==> src/rtl/lrsm_pkg.sv <==
// Shared types and codes for the link retry state machine.
`timescale 1ns / 1ps

package lrsm_pkg;

    typedef enum logic [2:0] {
        OP_START     = 3'd0,
        OP_CONNECTED = 3'd1,
        OP_RECONNECT = 3'd2,
        OP_LINK_ERR  = 3'd3,
        OP_TICK      = 3'd4,
        OP_HALT      = 3'd5
    } op_e;

    typedef enum logic [2:0] {
        REG_CONNECT_TIMEOUT = 3'd0,
        REG_RECONNECT_DELAY = 3'd1,
        REG_HAS_INIT_HOOK   = 3'd2,
        REG_HAS_OPEN_HOOK   = 3'd3,
        REG_HAS_CLOSE_HOOK  = 3'd4,
        REG_HAS_FAILED_HOOK = 3'd5
    } reg_idx_e;

    localparam int CFG_INDEX_W = 3;
    localparam int CFG_DATA_W  = 16;

    typedef struct packed {
        logic [15:0] connect_timeout_ticks;
        logic [15:0] reconnect_delay_ticks;
        logic        has_init_hook;
        logic        has_open_hook;
        logic        has_close_hook;
        logic        has_failed_hook;
    } cfg_t;

    typedef struct packed {
        logic [2:0] operation;
        logic       init_ok;
        logic       open_ok;
        logic       fail_verdict_halt;
    } item_t;

    typedef struct packed {
        logic [2:0] link_state;
        logic       init_request;
        logic       open_request;
        logic       close_request;
        logic       fail_notice;
        logic [2:0] fail_prev_state;
    } res_t;

endpackage

==> src/rtl/lrsm_cfg.sv <==
// Configuration register file for the link retry state machine.
`timescale 1ns / 1ps

module lrsm_cfg
(
    input  logic                                clk,
    input  logic                                rst_n,
    input  logic                                cfg_valid,
    output logic                                cfg_ready,
    input  logic [lrsm_pkg::CFG_INDEX_W-1:0]    cfg_index,
    input  logic [lrsm_pkg::CFG_DATA_W-1:0]     cfg_data,
    output lrsm_pkg::cfg_t                      cfg
);

    lrsm_pkg::cfg_t cfg_reg;

    assign cfg_ready = 1'b1;
    assign cfg = cfg_reg;

    always_ff @(posedge clk or negedge rst_n)
    begin
        if (!rst_n)
        begin
            cfg_reg <= '0;
        end
        else if (cfg_valid && cfg_ready)
        begin
            case (cfg_index)
                lrsm_pkg::REG_CONNECT_TIMEOUT: cfg_reg.connect_timeout_ticks <= cfg_data;
                lrsm_pkg::REG_RECONNECT_DELAY: cfg_reg.reconnect_delay_ticks <= cfg_data;
                lrsm_pkg::REG_HAS_INIT_HOOK:   cfg_reg.has_init_hook   <= cfg_data[0];
                lrsm_pkg::REG_HAS_OPEN_HOOK:   cfg_reg.has_open_hook   <= cfg_data[0];
                lrsm_pkg::REG_HAS_CLOSE_HOOK:  cfg_reg.has_close_hook  <= cfg_data[0];
                lrsm_pkg::REG_HAS_FAILED_HOOK: cfg_reg.has_failed_hook <= cfg_data[0];
                default: ;
            endcase
        end
    end

endmodule

==> src/rtl/lrsm_core.sv <==
// Link state, timers and the combinational event transition chain.
`timescale 1ns / 1ps

module lrsm_core
#(
    parameter int TIMER_BITS = 16
)
(
    input  logic              clk,
    input  logic              rst_n,
    input  logic              step_en,
    input  lrsm_pkg::item_t   item,
    input  lrsm_pkg::cfg_t    cfg,
    output lrsm_pkg::res_t    res
);

    localparam int LOADW = (TIMER_BITS > 16) ? TIMER_BITS : 16;

    typedef enum logic [2:0] {
        ST_HALTED     = 3'd0,
        ST_INIT       = 3'd1,
        ST_CONNECTING = 3'd2,
        ST_CONNECTED  = 3'd3,
        ST_FAILED     = 3'd4,
        ST_TIMEOUT    = 3'd5
    } state_e;

    typedef struct packed {
        state_e                st;
        logic                  closed;
        logic [TIMER_BITS-1:0] c_cnt;
        logic                  c_arm;
        logic [TIMER_BITS-1:0] r_cnt;
        logic                  r_arm;
        logic                  o_init;
        logic                  o_open;
        logic                  o_close;
        logic                  o_fail;
        state_e                o_prev;
    } work_t;

    state_e                state_reg;
    logic                  closed_reg;
    logic [TIMER_BITS-1:0] c_cnt_reg;
    logic                  c_arm_reg;
    logic [TIMER_BITS-1:0] r_cnt_reg;
    logic                  r_arm_reg;

    work_t  w;
    logic   do_init;
    logic   do_conn;
    logic   do_fail;
    logic   do_halt;
    state_e fail_prev;

    // Saturate a 16-bit register value into the counter range.
    function automatic logic [TIMER_BITS-1:0] timer_load(input logic [15:0] v);
        logic [LOADW-1:0] ext;
        logic [LOADW-1:0] maxv;
        ext  = LOADW'(v);
        maxv = LOADW'({TIMER_BITS{1'b1}});
        return (ext > maxv) ? {TIMER_BITS{1'b1}} : TIMER_BITS'(ext);
    endfunction

    function automatic work_t go_halted(input work_t wi, input logic close_hook);
        work_t r;
        r = wi;
        r.st = ST_HALTED;
        if (close_hook && !wi.closed)
        begin
            r.o_close = 1'b1;
        end
        r.closed = 1'b1;
        r.c_arm  = 1'b0;
        r.c_cnt  = '0;
        r.r_arm  = 1'b0;
        r.r_cnt  = '0;
        return r;
    endfunction

    function automatic work_t fail_core(input work_t wi, input state_e prev,
                                        input lrsm_pkg::cfg_t c, input logic verdict);
        work_t r;
        r = wi;
        r.c_arm = 1'b0;
        r.c_cnt = '0;
        r.st    = ST_FAILED;
        if (c.has_close_hook && !r.closed)
        begin
            r.o_close = 1'b1;
        end
        r.closed = 1'b1;
        if (c.has_failed_hook)
        begin
            r.o_fail = 1'b1;
            r.o_prev = prev;
        end
        if (c.has_failed_hook && verdict)
        begin
            r = go_halted(r, c.has_close_hook);
        end
        else if (prev != ST_TIMEOUT)
        begin
            r.r_arm = 1'b1;
            r.r_cnt = timer_load(c.reconnect_delay_ticks);
        end
        return r;
    endfunction

    always_comb
    begin
        w.st      = state_reg;
        w.closed  = closed_reg;
        w.c_cnt   = c_cnt_reg;
        w.c_arm   = c_arm_reg;
        w.r_cnt   = r_cnt_reg;
        w.r_arm   = r_arm_reg;
        w.o_init  = 1'b0;
        w.o_open  = 1'b0;
        w.o_close = 1'b0;
        w.o_fail  = 1'b0;
        w.o_prev  = ST_HALTED;
        do_init   = 1'b0;
        do_conn   = 1'b0;
        do_fail   = 1'b0;
        do_halt   = 1'b0;
        fail_prev = state_reg;

        case (item.operation)
            lrsm_pkg::OP_START:
            begin
                do_init = (state_reg == ST_HALTED);
            end
            lrsm_pkg::OP_CONNECTED:
            begin
                do_conn = (state_reg == ST_CONNECTING);
            end
            lrsm_pkg::OP_RECONNECT:
            begin
                do_init = (state_reg == ST_HALTED);
                do_fail = (state_reg == ST_CONNECTING) || (state_reg == ST_CONNECTED);
            end
            lrsm_pkg::OP_LINK_ERR:
            begin
                do_fail = (state_reg == ST_CONNECTING) || (state_reg == ST_CONNECTED);
            end
            lrsm_pkg::OP_TICK:
            begin
                // connect timer has priority; count of 0 or 1 fires
                if (c_arm_reg)
                begin
                    if (c_cnt_reg[TIMER_BITS-1:1] == '0)
                    begin
                        w.c_arm   = 1'b0;
                        w.c_cnt   = '0;
                        do_fail   = 1'b1;
                        fail_prev = ST_TIMEOUT;
                    end
                    else
                    begin
                        w.c_cnt = c_cnt_reg - TIMER_BITS'(1);
                    end
                end
                else if (r_arm_reg)
                begin
                    if (r_cnt_reg[TIMER_BITS-1:1] == '0)
                    begin
                        w.r_arm = 1'b0;
                        w.r_cnt = '0;
                        do_init = 1'b1;
                    end
                    else
                    begin
                        w.r_cnt = r_cnt_reg - TIMER_BITS'(1);
                    end
                end
            end
            lrsm_pkg::OP_HALT:
            begin
                do_halt = (state_reg != ST_HALTED);
            end
            default: ;
        endcase

        if (do_conn)
        begin
            w.st    = ST_CONNECTED;
            w.c_arm = 1'b0;
            w.c_cnt = '0;
            if (cfg.has_open_hook)
            begin
                w.o_open = 1'b1;
                if (!item.open_ok)
                begin
                    do_fail   = 1'b1;
                    fail_prev = ST_CONNECTED;
                end
            end
        end

        if (do_fail)
        begin
            w = fail_core(w, fail_prev, cfg, item.fail_verdict_halt);
            // timeout failure retries init in the same item unless the failed hook verdict halts
            if (fail_prev == ST_TIMEOUT && !(cfg.has_failed_hook && item.fail_verdict_halt))
            begin
                do_init = 1'b1;
            end
        end

        if (do_init)
        begin
            w.r_arm = 1'b0;
            w.r_cnt = '0;
            w.st    = ST_INIT;
            if (cfg.has_init_hook)
            begin
                w.o_init = 1'b1;
            end
            if (!cfg.has_init_hook || item.init_ok)
            begin
                w.closed = 1'b0;
                w.st     = ST_CONNECTING;
                if (cfg.connect_timeout_ticks != '0)
                begin
                    w.c_arm = 1'b1;
                    w.c_cnt = timer_load(cfg.connect_timeout_ticks);
                end
            end
            else
            begin
                w = fail_core(w, ST_INIT, cfg, item.fail_verdict_halt);
            end
        end

        if (do_halt)
        begin
            w = go_halted(w, cfg.has_close_hook);
        end
    end

    assign res.link_state      = w.st;
    assign res.init_request    = w.o_init;
    assign res.open_request    = w.o_open;
    assign res.close_request   = w.o_close;
    assign res.fail_notice     = w.o_fail;
    assign res.fail_prev_state = w.o_prev;

    always_ff @(posedge clk or negedge rst_n)
    begin
        if (!rst_n)
        begin
            state_reg  <= ST_HALTED;
            closed_reg <= 1'b0;
            c_cnt_reg  <= '0;
            c_arm_reg  <= 1'b0;
            r_cnt_reg  <= '0;
            r_arm_reg  <= 1'b0;
        end
        else if (step_en)
        begin
            state_reg  <= w.st;
            closed_reg <= w.closed;
            c_cnt_reg  <= w.c_cnt;
            c_arm_reg  <= w.c_arm;
            r_cnt_reg  <= w.r_cnt;
            r_arm_reg  <= w.r_arm;
        end
    end

`ifndef SYNTHESIS
    a_no_transient_state: assert property (@(posedge clk) disable iff (!rst_n)
        state_reg != ST_INIT && state_reg != ST_TIMEOUT)
        else $error("transient link state held");

    a_connect_timer_state: assert property (@(posedge clk) disable iff (!rst_n)
        c_arm_reg |-> state_reg == ST_CONNECTING)
        else $error("connect timer armed outside connecting");

    a_retry_timer_state: assert property (@(posedge clk) disable iff (!rst_n)
        r_arm_reg |-> state_reg == ST_FAILED)
        else $error("retry timer armed outside failed");

    a_open_link_not_closed: assert property (@(posedge clk) disable iff (!rst_n)
        (state_reg == ST_CONNECTING || state_reg == ST_CONNECTED) |-> !closed_reg)
        else $error("link marked closed while open");

    a_open_from_connecting: assert property (@(posedge clk) disable iff (!rst_n)
        (step_en && res.open_request) |=> $past(state_reg) == ST_CONNECTING)
        else $error("open request outside connecting");
`endif

endmodule

==> src/rtl/link_retry_state_machine.sv <==
// Top level: link retry state machine with input and result registers.
`timescale 1ns / 1ps

// Channel | Signals                                        | Direction
// in      | in_valid, in_ready, operation, init_ok,        | item in
//         | open_ok, fail_verdict_halt                     |
// out     | out_valid, out_ready, link_state, init_request,| result out
//         | open_request, close_request, fail_notice,      |
//         | fail_prev_state                                |
// cfg     | cfg_valid, cfg_ready, cfg_index, cfg_data      | register write
//
// One item per cycle sustained while results are taken; an item lands first in the
// input register, and the result register loads from it once the output can take it.
// The whole transition chain of an item resolves combinationally in the core logic.
// Reset leaves the link halted, timers disarmed and the control, timer and config
// registers zero; item and result registers are not reset. A stalled result holds the
// output register; the input register still takes one more item, then in_ready drops until the result is taken.

module link_retry_state_machine
#(
    parameter int TIMER_BITS = 16
)
(
    input  logic                                clk,
    input  logic                                rst_n,
    input  logic                                in_valid,
    output logic                                in_ready,
    input  logic [2:0]                          operation,
    input  logic                                init_ok,
    input  logic                                open_ok,
    input  logic                                fail_verdict_halt,
    output logic                                out_valid,
    input  logic                                out_ready,
    output logic [2:0]                          link_state,
    output logic                                init_request,
    output logic                                open_request,
    output logic                                close_request,
    output logic                                fail_notice,
    output logic [2:0]                          fail_prev_state,
    input  logic                                cfg_valid,
    output logic                                cfg_ready,
    input  logic [lrsm_pkg::CFG_INDEX_W-1:0]    cfg_index,
    input  logic [lrsm_pkg::CFG_DATA_W-1:0]     cfg_data
);

    lrsm_pkg::cfg_t  cfg;
    lrsm_pkg::item_t item_reg;
    lrsm_pkg::res_t  res;
    lrsm_pkg::res_t  res_reg;
    logic            in_valid_reg;
    logic            out_valid_reg;
    logic            step_en;

    assign step_en  = in_valid_reg && (!out_valid_reg || out_ready);
    assign in_ready = !in_valid_reg || step_en;

    lrsm_cfg u_cfg
    (
        .clk       (clk),
        .rst_n     (rst_n),
        .cfg_valid (cfg_valid),
        .cfg_ready (cfg_ready),
        .cfg_index (cfg_index),
        .cfg_data  (cfg_data),
        .cfg       (cfg)
    );

    lrsm_core #(
        .TIMER_BITS (TIMER_BITS)
    ) u_core
    (
        .clk     (clk),
        .rst_n   (rst_n),
        .step_en (step_en),
        .item    (item_reg),
        .cfg     (cfg),
        .res     (res)
    );

    always_ff @(posedge clk or negedge rst_n)
    begin
        if (!rst_n)
        begin
            in_valid_reg  <= 1'b0;
            out_valid_reg <= 1'b0;
        end
        else
        begin
            if (in_ready)
            begin
                in_valid_reg <= in_valid;
            end
            if (step_en)
            begin
                out_valid_reg <= 1'b1;
            end
            else if (out_ready)
            begin
                out_valid_reg <= 1'b0;
            end
        end
    end

    always_ff @(posedge clk)
    begin
        if (in_valid && in_ready)
        begin
            item_reg.operation         <= operation;
            item_reg.init_ok           <= init_ok;
            item_reg.open_ok           <= open_ok;
            item_reg.fail_verdict_halt <= fail_verdict_halt;
        end
        if (step_en)
        begin
            res_reg <= res;
        end
    end

    assign out_valid       = out_valid_reg;
    assign link_state      = res_reg.link_state;
    assign init_request    = res_reg.init_request;
    assign open_request    = res_reg.open_request;
    assign close_request   = res_reg.close_request;
    assign fail_notice     = res_reg.fail_notice;
    assign fail_prev_state = res_reg.fail_prev_state;

endmodule
==> config.mk <==
export PLATFORM = sky130hd
export DESIGN_NAME = link_retry_state_machine
export DESIGN_NICKNAME = d
export VERILOG_FILES = /design/src/rtl/lrsm_pkg.sv /design/src/rtl/lrsm_cfg.sv /design/src/rtl/lrsm_core.sv /design/src/rtl/link_retry_state_machine.sv
export SDC_FILE = /design/constraint.sdc
export NUM_CORES = 1
export LEC_CHECK = 0
export BUFFER_PORTS_ARGS = -buffer_cell sky130_fd_sc_hd__buf_2
export CORE_MARGIN = 2
export CORE_UTILIZATION = 36
export DETAILED_ROUTE_END_ITERATION = 7
export MAX_ROUTING_LAYER = met4
export SETUP_SLACK_MARGIN = 0.5
export SLEW_MARGIN = 20
export SYNTH_ARGS = -nofsm -noshare
export SYNTH_HDL_FRONTEND = slang
export SYNTH_SLANG_ARGS = --single-unit
==> constraint.sdc <==
create_clock -name clk -period 3.95 [get_ports clk]
set_input_delay 0.79 -clock clk [delete_from_list [all_inputs] [get_ports clk]]
set_output_delay 0.79 -clock clk [all_outputs]
set_load 0.02 [all_outputs]
======== Word level (Yosys, flattened, before mapping) ========
Cells that the tools add are included.
storage, ports and cells
  word-level logic and storage cells ...... 128
  bits in registers ....................... 92
  bits of input ports ..................... 30
cells by class
  equal/unequal tests ..................... 14
  $lt $le $gt $ge ......................... 2
  multiplexer cells ....................... 52
  reductions and logical operators ........ 34
  $add $sub $neg .......................... 2
operators with widths
  operator                                             count
  two-way mux 17 bit                                   8
  two-way mux 45 bit                                   3
  two-way mux 16 bit                                   4
  two-way mux 21 bit                                   2
  two-way mux 34 bit                                   1
  > comparator 16 bit (second input constant)          2
  subtractor 16 x 1 -> 16 bit (second input constant)  2
  zero test 15 bit                                     2
  two-way mux 24 bit                                   1
  two-way mux 1 bit                                    22
  two-way mux 3 bit                                    7
  == test 3 x 2 -> 1 bit (second input constant)       6
  nonzero test 16 bit                                  1
  == test 3 bit (second input constant)                5
  AND reduction 2 bit                                  6
  zero test 3 bit                                      3
  two-way mux 4 bit                                    2
  logical AND 1 bit                                    7
  zero test 1 bit                                      7
  == test 3 x 1 -> 1 bit (second input constant)       2
  logical OR 1 bit                                     4
  one-hot mux 1 bit (2 select lines)                   2
  OR reduction 2 bit                                   2
  inequality test 3 bit (second input constant)        1
  other kinds (2)                                      2

======== Depth between registers and ports, before layout ========
  word-level depth ........................ 20
  depth in mapped cells ................... 9
  depth with buffers taken out ............ 8

======== Cells and area by module ========
A second synthesis with hierarchy kept.
unflattened totals
  cell total of the unflattened synthesis .. 450
  area total of the unflattened synthesis .. 4,973.5 um^2
modules (own cells, without submodules)
  module                    area an instance (um^2)  instances  cells an instance
  lrsm_core                 2,972.9                  1          343
  lrsm_cfg                  1,416.4                  1          83
  link_retry_state_machine  584.3                    1          24

======== Worst setup path after synthesis ========
Ideal clock, no wire load.
  path kind ............................... input -> register
  start ................................... in cfg_index[0] (netlist bit)
  end ..................................... reg u_cfg.cfg_reg, in the netlist u_cfg.cfg[25]
  arrival ................................. 2,117 ps
  setup slack ............................. 1,709 ps
  cell stages on the path ................. 4
  path buffers ............................ 1
  library setup time ...................... 125 ps
  cells stage by stage .................... nand2b_1 -> nor3_1 -> buf_2 -> mux2_2
between the ends
  longest elaborated chain between the ends .. 2
ends and longest elaborated chain
  element                               RTL line                        text
  from (decl)                           link_retry_state_machine.sv:42  input logic [lrsm_pkg::CFG_INDEX_W-1:0] cfg_index,
  zero test 3 bit                       lrsm_cfg.sv:28                  case (cfg_index)
  AND reduction 2 bit (no source line)  n/a
  to (decl)                             lrsm_cfg.sv:15                  lrsm_pkg::cfg_t cfg_reg;
Every way passes these cells.
A chain may end at the register's enable or synchronous reset.

======== Final worst setup path ========
  start ................................... reg u_core.c_cnt_reg[13]
  end ..................................... reg u_core.c_cnt_reg[0]
between the ends
  longest elaborated chain between the ends .. 13
ends and longest elaborated chain
  element                 RTL line          text
  from (decl)             lrsm_core.sv:44   logic [TIMER_BITS-1:0] c_cnt_reg;
  from (signal assigned)  lrsm_core.sv:264  c_cnt_reg <= w.c_cnt;
  zero test 15 bit *      lrsm_core.sv:152  if (c_cnt_reg[TIMER_BITS-1:1] == '0)
  two-way mux 3 bit       lrsm_core.sv:152
  two-way mux 3 bit       lrsm_core.sv:150  if (c_arm_reg)
  two-way mux 3 bit       lrsm_core.sv:129  case (item.operation)
  two-way mux 3 bit       lrsm_core.sv:193  if (!item.open_ok)
  two-way mux 3 bit       lrsm_core.sv:190  if (cfg.has_open_hook)
  two-way mux 3 bit       lrsm_core.sv:185  if (do_conn)
  == test 3 bit           lrsm_core.sv:205  if (fail_prev == ST_TIMEOUT && !(cfg.has_failed_hook && item.fail_verdict_halt))
  logical AND 1 bit       lrsm_core.sv:205
  two-way mux 1 bit       lrsm_core.sv:205
  two-way mux 1 bit       lrsm_core.sv:201  if (do_fail)
  two-way mux 45 bit *    lrsm_core.sv:211  if (do_init)
  two-way mux 45 bit *    lrsm_core.sv:236  if (do_halt)
Every way passes the cells marked *; elsewhere a longest branch is shown, timed or not.

==> impl_metrics.yaml <==
synth:
  ys_seq_elements: 92
  synth_area_leaders: "dfrtp_1, edfxtp_1, mux2_2"
  synth_top_cell_by_area: "dfrtp_1"
  syn_avg_cell_area_um2: 10.9
  synth-main-ff-cell: "dfrtp_1"
  syn-num-nets: 495
  ys_async_sr_fraction: 0.826
  synth_top_cell_area_share: 0.378
  ys_seq_area_frac: 0.474
  netlist_area_um2: 5030
  yosysWarnings: 0
  syn_inst: 463
  synth_edf_count: 16
  yosysUniqueCellTypes: 73
hold_path:
  hold_path.class: "in -> async"
cells_and_area:
  final_cell_mix: "dfrtp_1, nand2_1, buf_2"
  fillCellCount: 1354
  largest_register_ffs: 36
  final_cell_area_um2: 5660
  antenna_cells: 0
  area_growth_pct: 12.6
  drive_above_1_share: 0.246
  layout_commonest_cell: "dfrtp_1"
  final_net_count: 531
setup_path:
  r2r_start: "u_core.c_cnt_reg[13]"
  crit_chain: "nor4_1 > and4_1 > nand2_1 > o21ai_2 > a21oi_1 > o32ai_1"
  crit_start: "u_core.c_cnt_reg[13]"
  path_class: "reg -> reg"
  r2r_setup_slack_ns: 1.26
  max_stage_delay_ns: 0.59
  r2r-end: "u_core.c_cnt_reg[0]"
  ff2ff_path_depth: 6
  cp.required_ns: 4.21
  cp-end-kind: "register"
  critPathCapture: "u_core.c_cnt_reg[0]"
  crit_path_max_fanout: 14
  startpoint_type: "register"
  crit_slowest_cell: "o21ai_2"
  crit_arrival_ns: 2.96
drt:
  route.detailed.drc: 0
  vias: 3932
  totalWireLength_mm: 13.1
  detail-route-antenna-nets: 0
  dr.pass1.iters: 6
  avgViaCountPerCell: 5.75
  wire_per_inst_um: 19.1
  drt_iter0_markers: 368
power:
  p_leak_nw: 2.29
  cellPowerDensity_nw_per_um2: 636
  ir_drop_mv: 0.266
global_route:
  antenna_found_initial: 0
  grt_first_pass_wirelength_mm: 21.5
  grt_max_degree: 77
  grt-ovfl-total: 0
  grt_pass1_vias: 3987
  grt_usage: 0.195
placement:
  hpwlAfterDp_mm: 9.37
  gp_congestion: 0.918
  io_buffers: 41
  postPlaceCellArea_um2: 5370
sta:
  maxSlewViolCount: 0
  relSlewSlack: 0.529
  fin_crit_ns: 2.69
  worst_slew_pin_slew_ns: 0.707
  fin_skew_ns: 0.00988
  holdWs_ns: 0.465
  finalCritPeriodShare: 0.682
  final.setup.tns_ns: 0
  fmax_ghz: 0.371
  rsz0062_at_grt: "false"
  hold_viol_final: 0
  setup_viol: 0
cts:
  post_cts_buffers: 0
  root_buffer: "clkbuf_16"
  htreeDepth: 3
  clk_pin_slew_ns: 0.07
  clkSinkCount: 92
  clock_latency_ns: 0.36
  cts_resized: 0
  cts_buffer_depth: 2
  cts_buffers: 9
  cts_tree: "done"
  hold_buffers: 0
status:
  status: "completed"
floorplan:
  core_um2: 13800
  start_util: 0.365
  die_w_um: 122
  placementRows: 43
  pin_count: 43
  die_y_um: 122
  die_area_um2: 14900
run:
  maxCapViolCount: 0
critical path: cells and delay by family, from the launching register on:
family	cells	cell delay, ns
AND/OR/NAND/NOR	3	1.20
AO/OA/AOI/OAI	3	0.99
flip-flops	1	0.43
power by group:
group | total [W] | internal [W] | switching, W | leakage [nW]
Clock | 0.000845 | 0.000466 | 0.000380 | 0.146
Sequential | 0.00156 | 0.00122 | 0.000335 | 1.11
Combinational | 0.00120 | 0.000527 | 0.000672 | 1.03
routing by layer:
metal,part of all wire,global-route usage,routed length [um],vias to the layer above
met3,0.066,0.0407,856,23
met2,0.45,0.291,5890,145
met1,0.46,0.262,6020,1932
li1,-,-,-,1832
met5,0,-,0,-
met4,0.022,0.0711,289,0
per-stage QoR:
stage / std cells / total power, W / utilization / worst slack [ns]
3_5_place_dp: 668 / 0.00276 / 0.390 / 1.28
5_1_grt: 684 / 0.00383 / 0.411 / 1.10
6_report: 684 / 0.00360 / 0.411 / 1.26
3_3_place_gp: 668 / 0.00273 / 0.390 / 1.36
4_1_cts: 684 / 0.00361 / 0.411 / 1.32
2_1_floorplan: 463 / 0.00246 / - / 1.71
final cells by class:
cell class | instances | area, um2 | area share
well taps | 180 | 225 | 0.0398
clock buffers | 11 | 254 | 0.0449
clock inverters | 5 | 31.3 | 0.00552
multi-input cells | 337 | 2470 | 0.436
inverters | 13 | 48.8 | 0.00862
flip-flops and latches | 92 | 2380 | 0.421
repair buffers | 46 | 249 | 0.0440
synthesized netlist by cell type, types with 7 or more instances:
| master | number |
|---|---|
| nand2_1 | 40 |
| a32oi_1 | 9 |
| nor2_1 | 22 |
| nand3_1 | 11 |
| and2_1 | 8 |
| nor4_1 | 10 |
| nor3_1 | 22 |
| xnor2_1 | 9 |
| mux2_2 | 37 |
| a2bb2oi_1 | 10 |
| o21ai_1 | 13 |
| nor2b_1 | 7 |
| dfrtp_1 | 76 |
| a21oi_1 | 14 |
| a22oi_1 | 13 |
| clkbuf_1 | 7 |
| o21ai_0 | 12 |
| edfxtp_1 | 16 |
| inv_1 | 12 |
how the worst min path moves through the flow:
stage / start / cells after the start / end / slack, ns
6_report: rst_n / 1 / u_cfg.cfg[33] / 0.47
5_1_grt: u_cfg.cfg[10] / 1 / u_cfg.cfg[10] / 0.52
4_1_cts: u_cfg.cfg[1] / 1 / u_cfg.cfg[1] / 0.51
3_5_place_dp: u_cfg.cfg[1] / 1 / u_cfg.cfg[1] / 0.49
3_3_place_gp: u_cfg.cfg[1] / 1 / u_cfg.cfg[1] / 0.50
2_1_floorplan: u_core.r_arm_reg / 2 / u_core.r_arm_reg / 0.47
kinds of logic after synthesis:
group                      after synthesis  synth area share
xor gates and xnor gates                15            0.0261
DFF                                     92             0.474
adders and majority gates                2           0.00498
muxes                                   37            0.0829
other                                    1          0.000746
and+or+nand+nor                        162             0.184
buffers and inverters                   34            0.0363
AOI/OAI and AO/OA                      120             0.191
(Power assumes the default switching activity.)
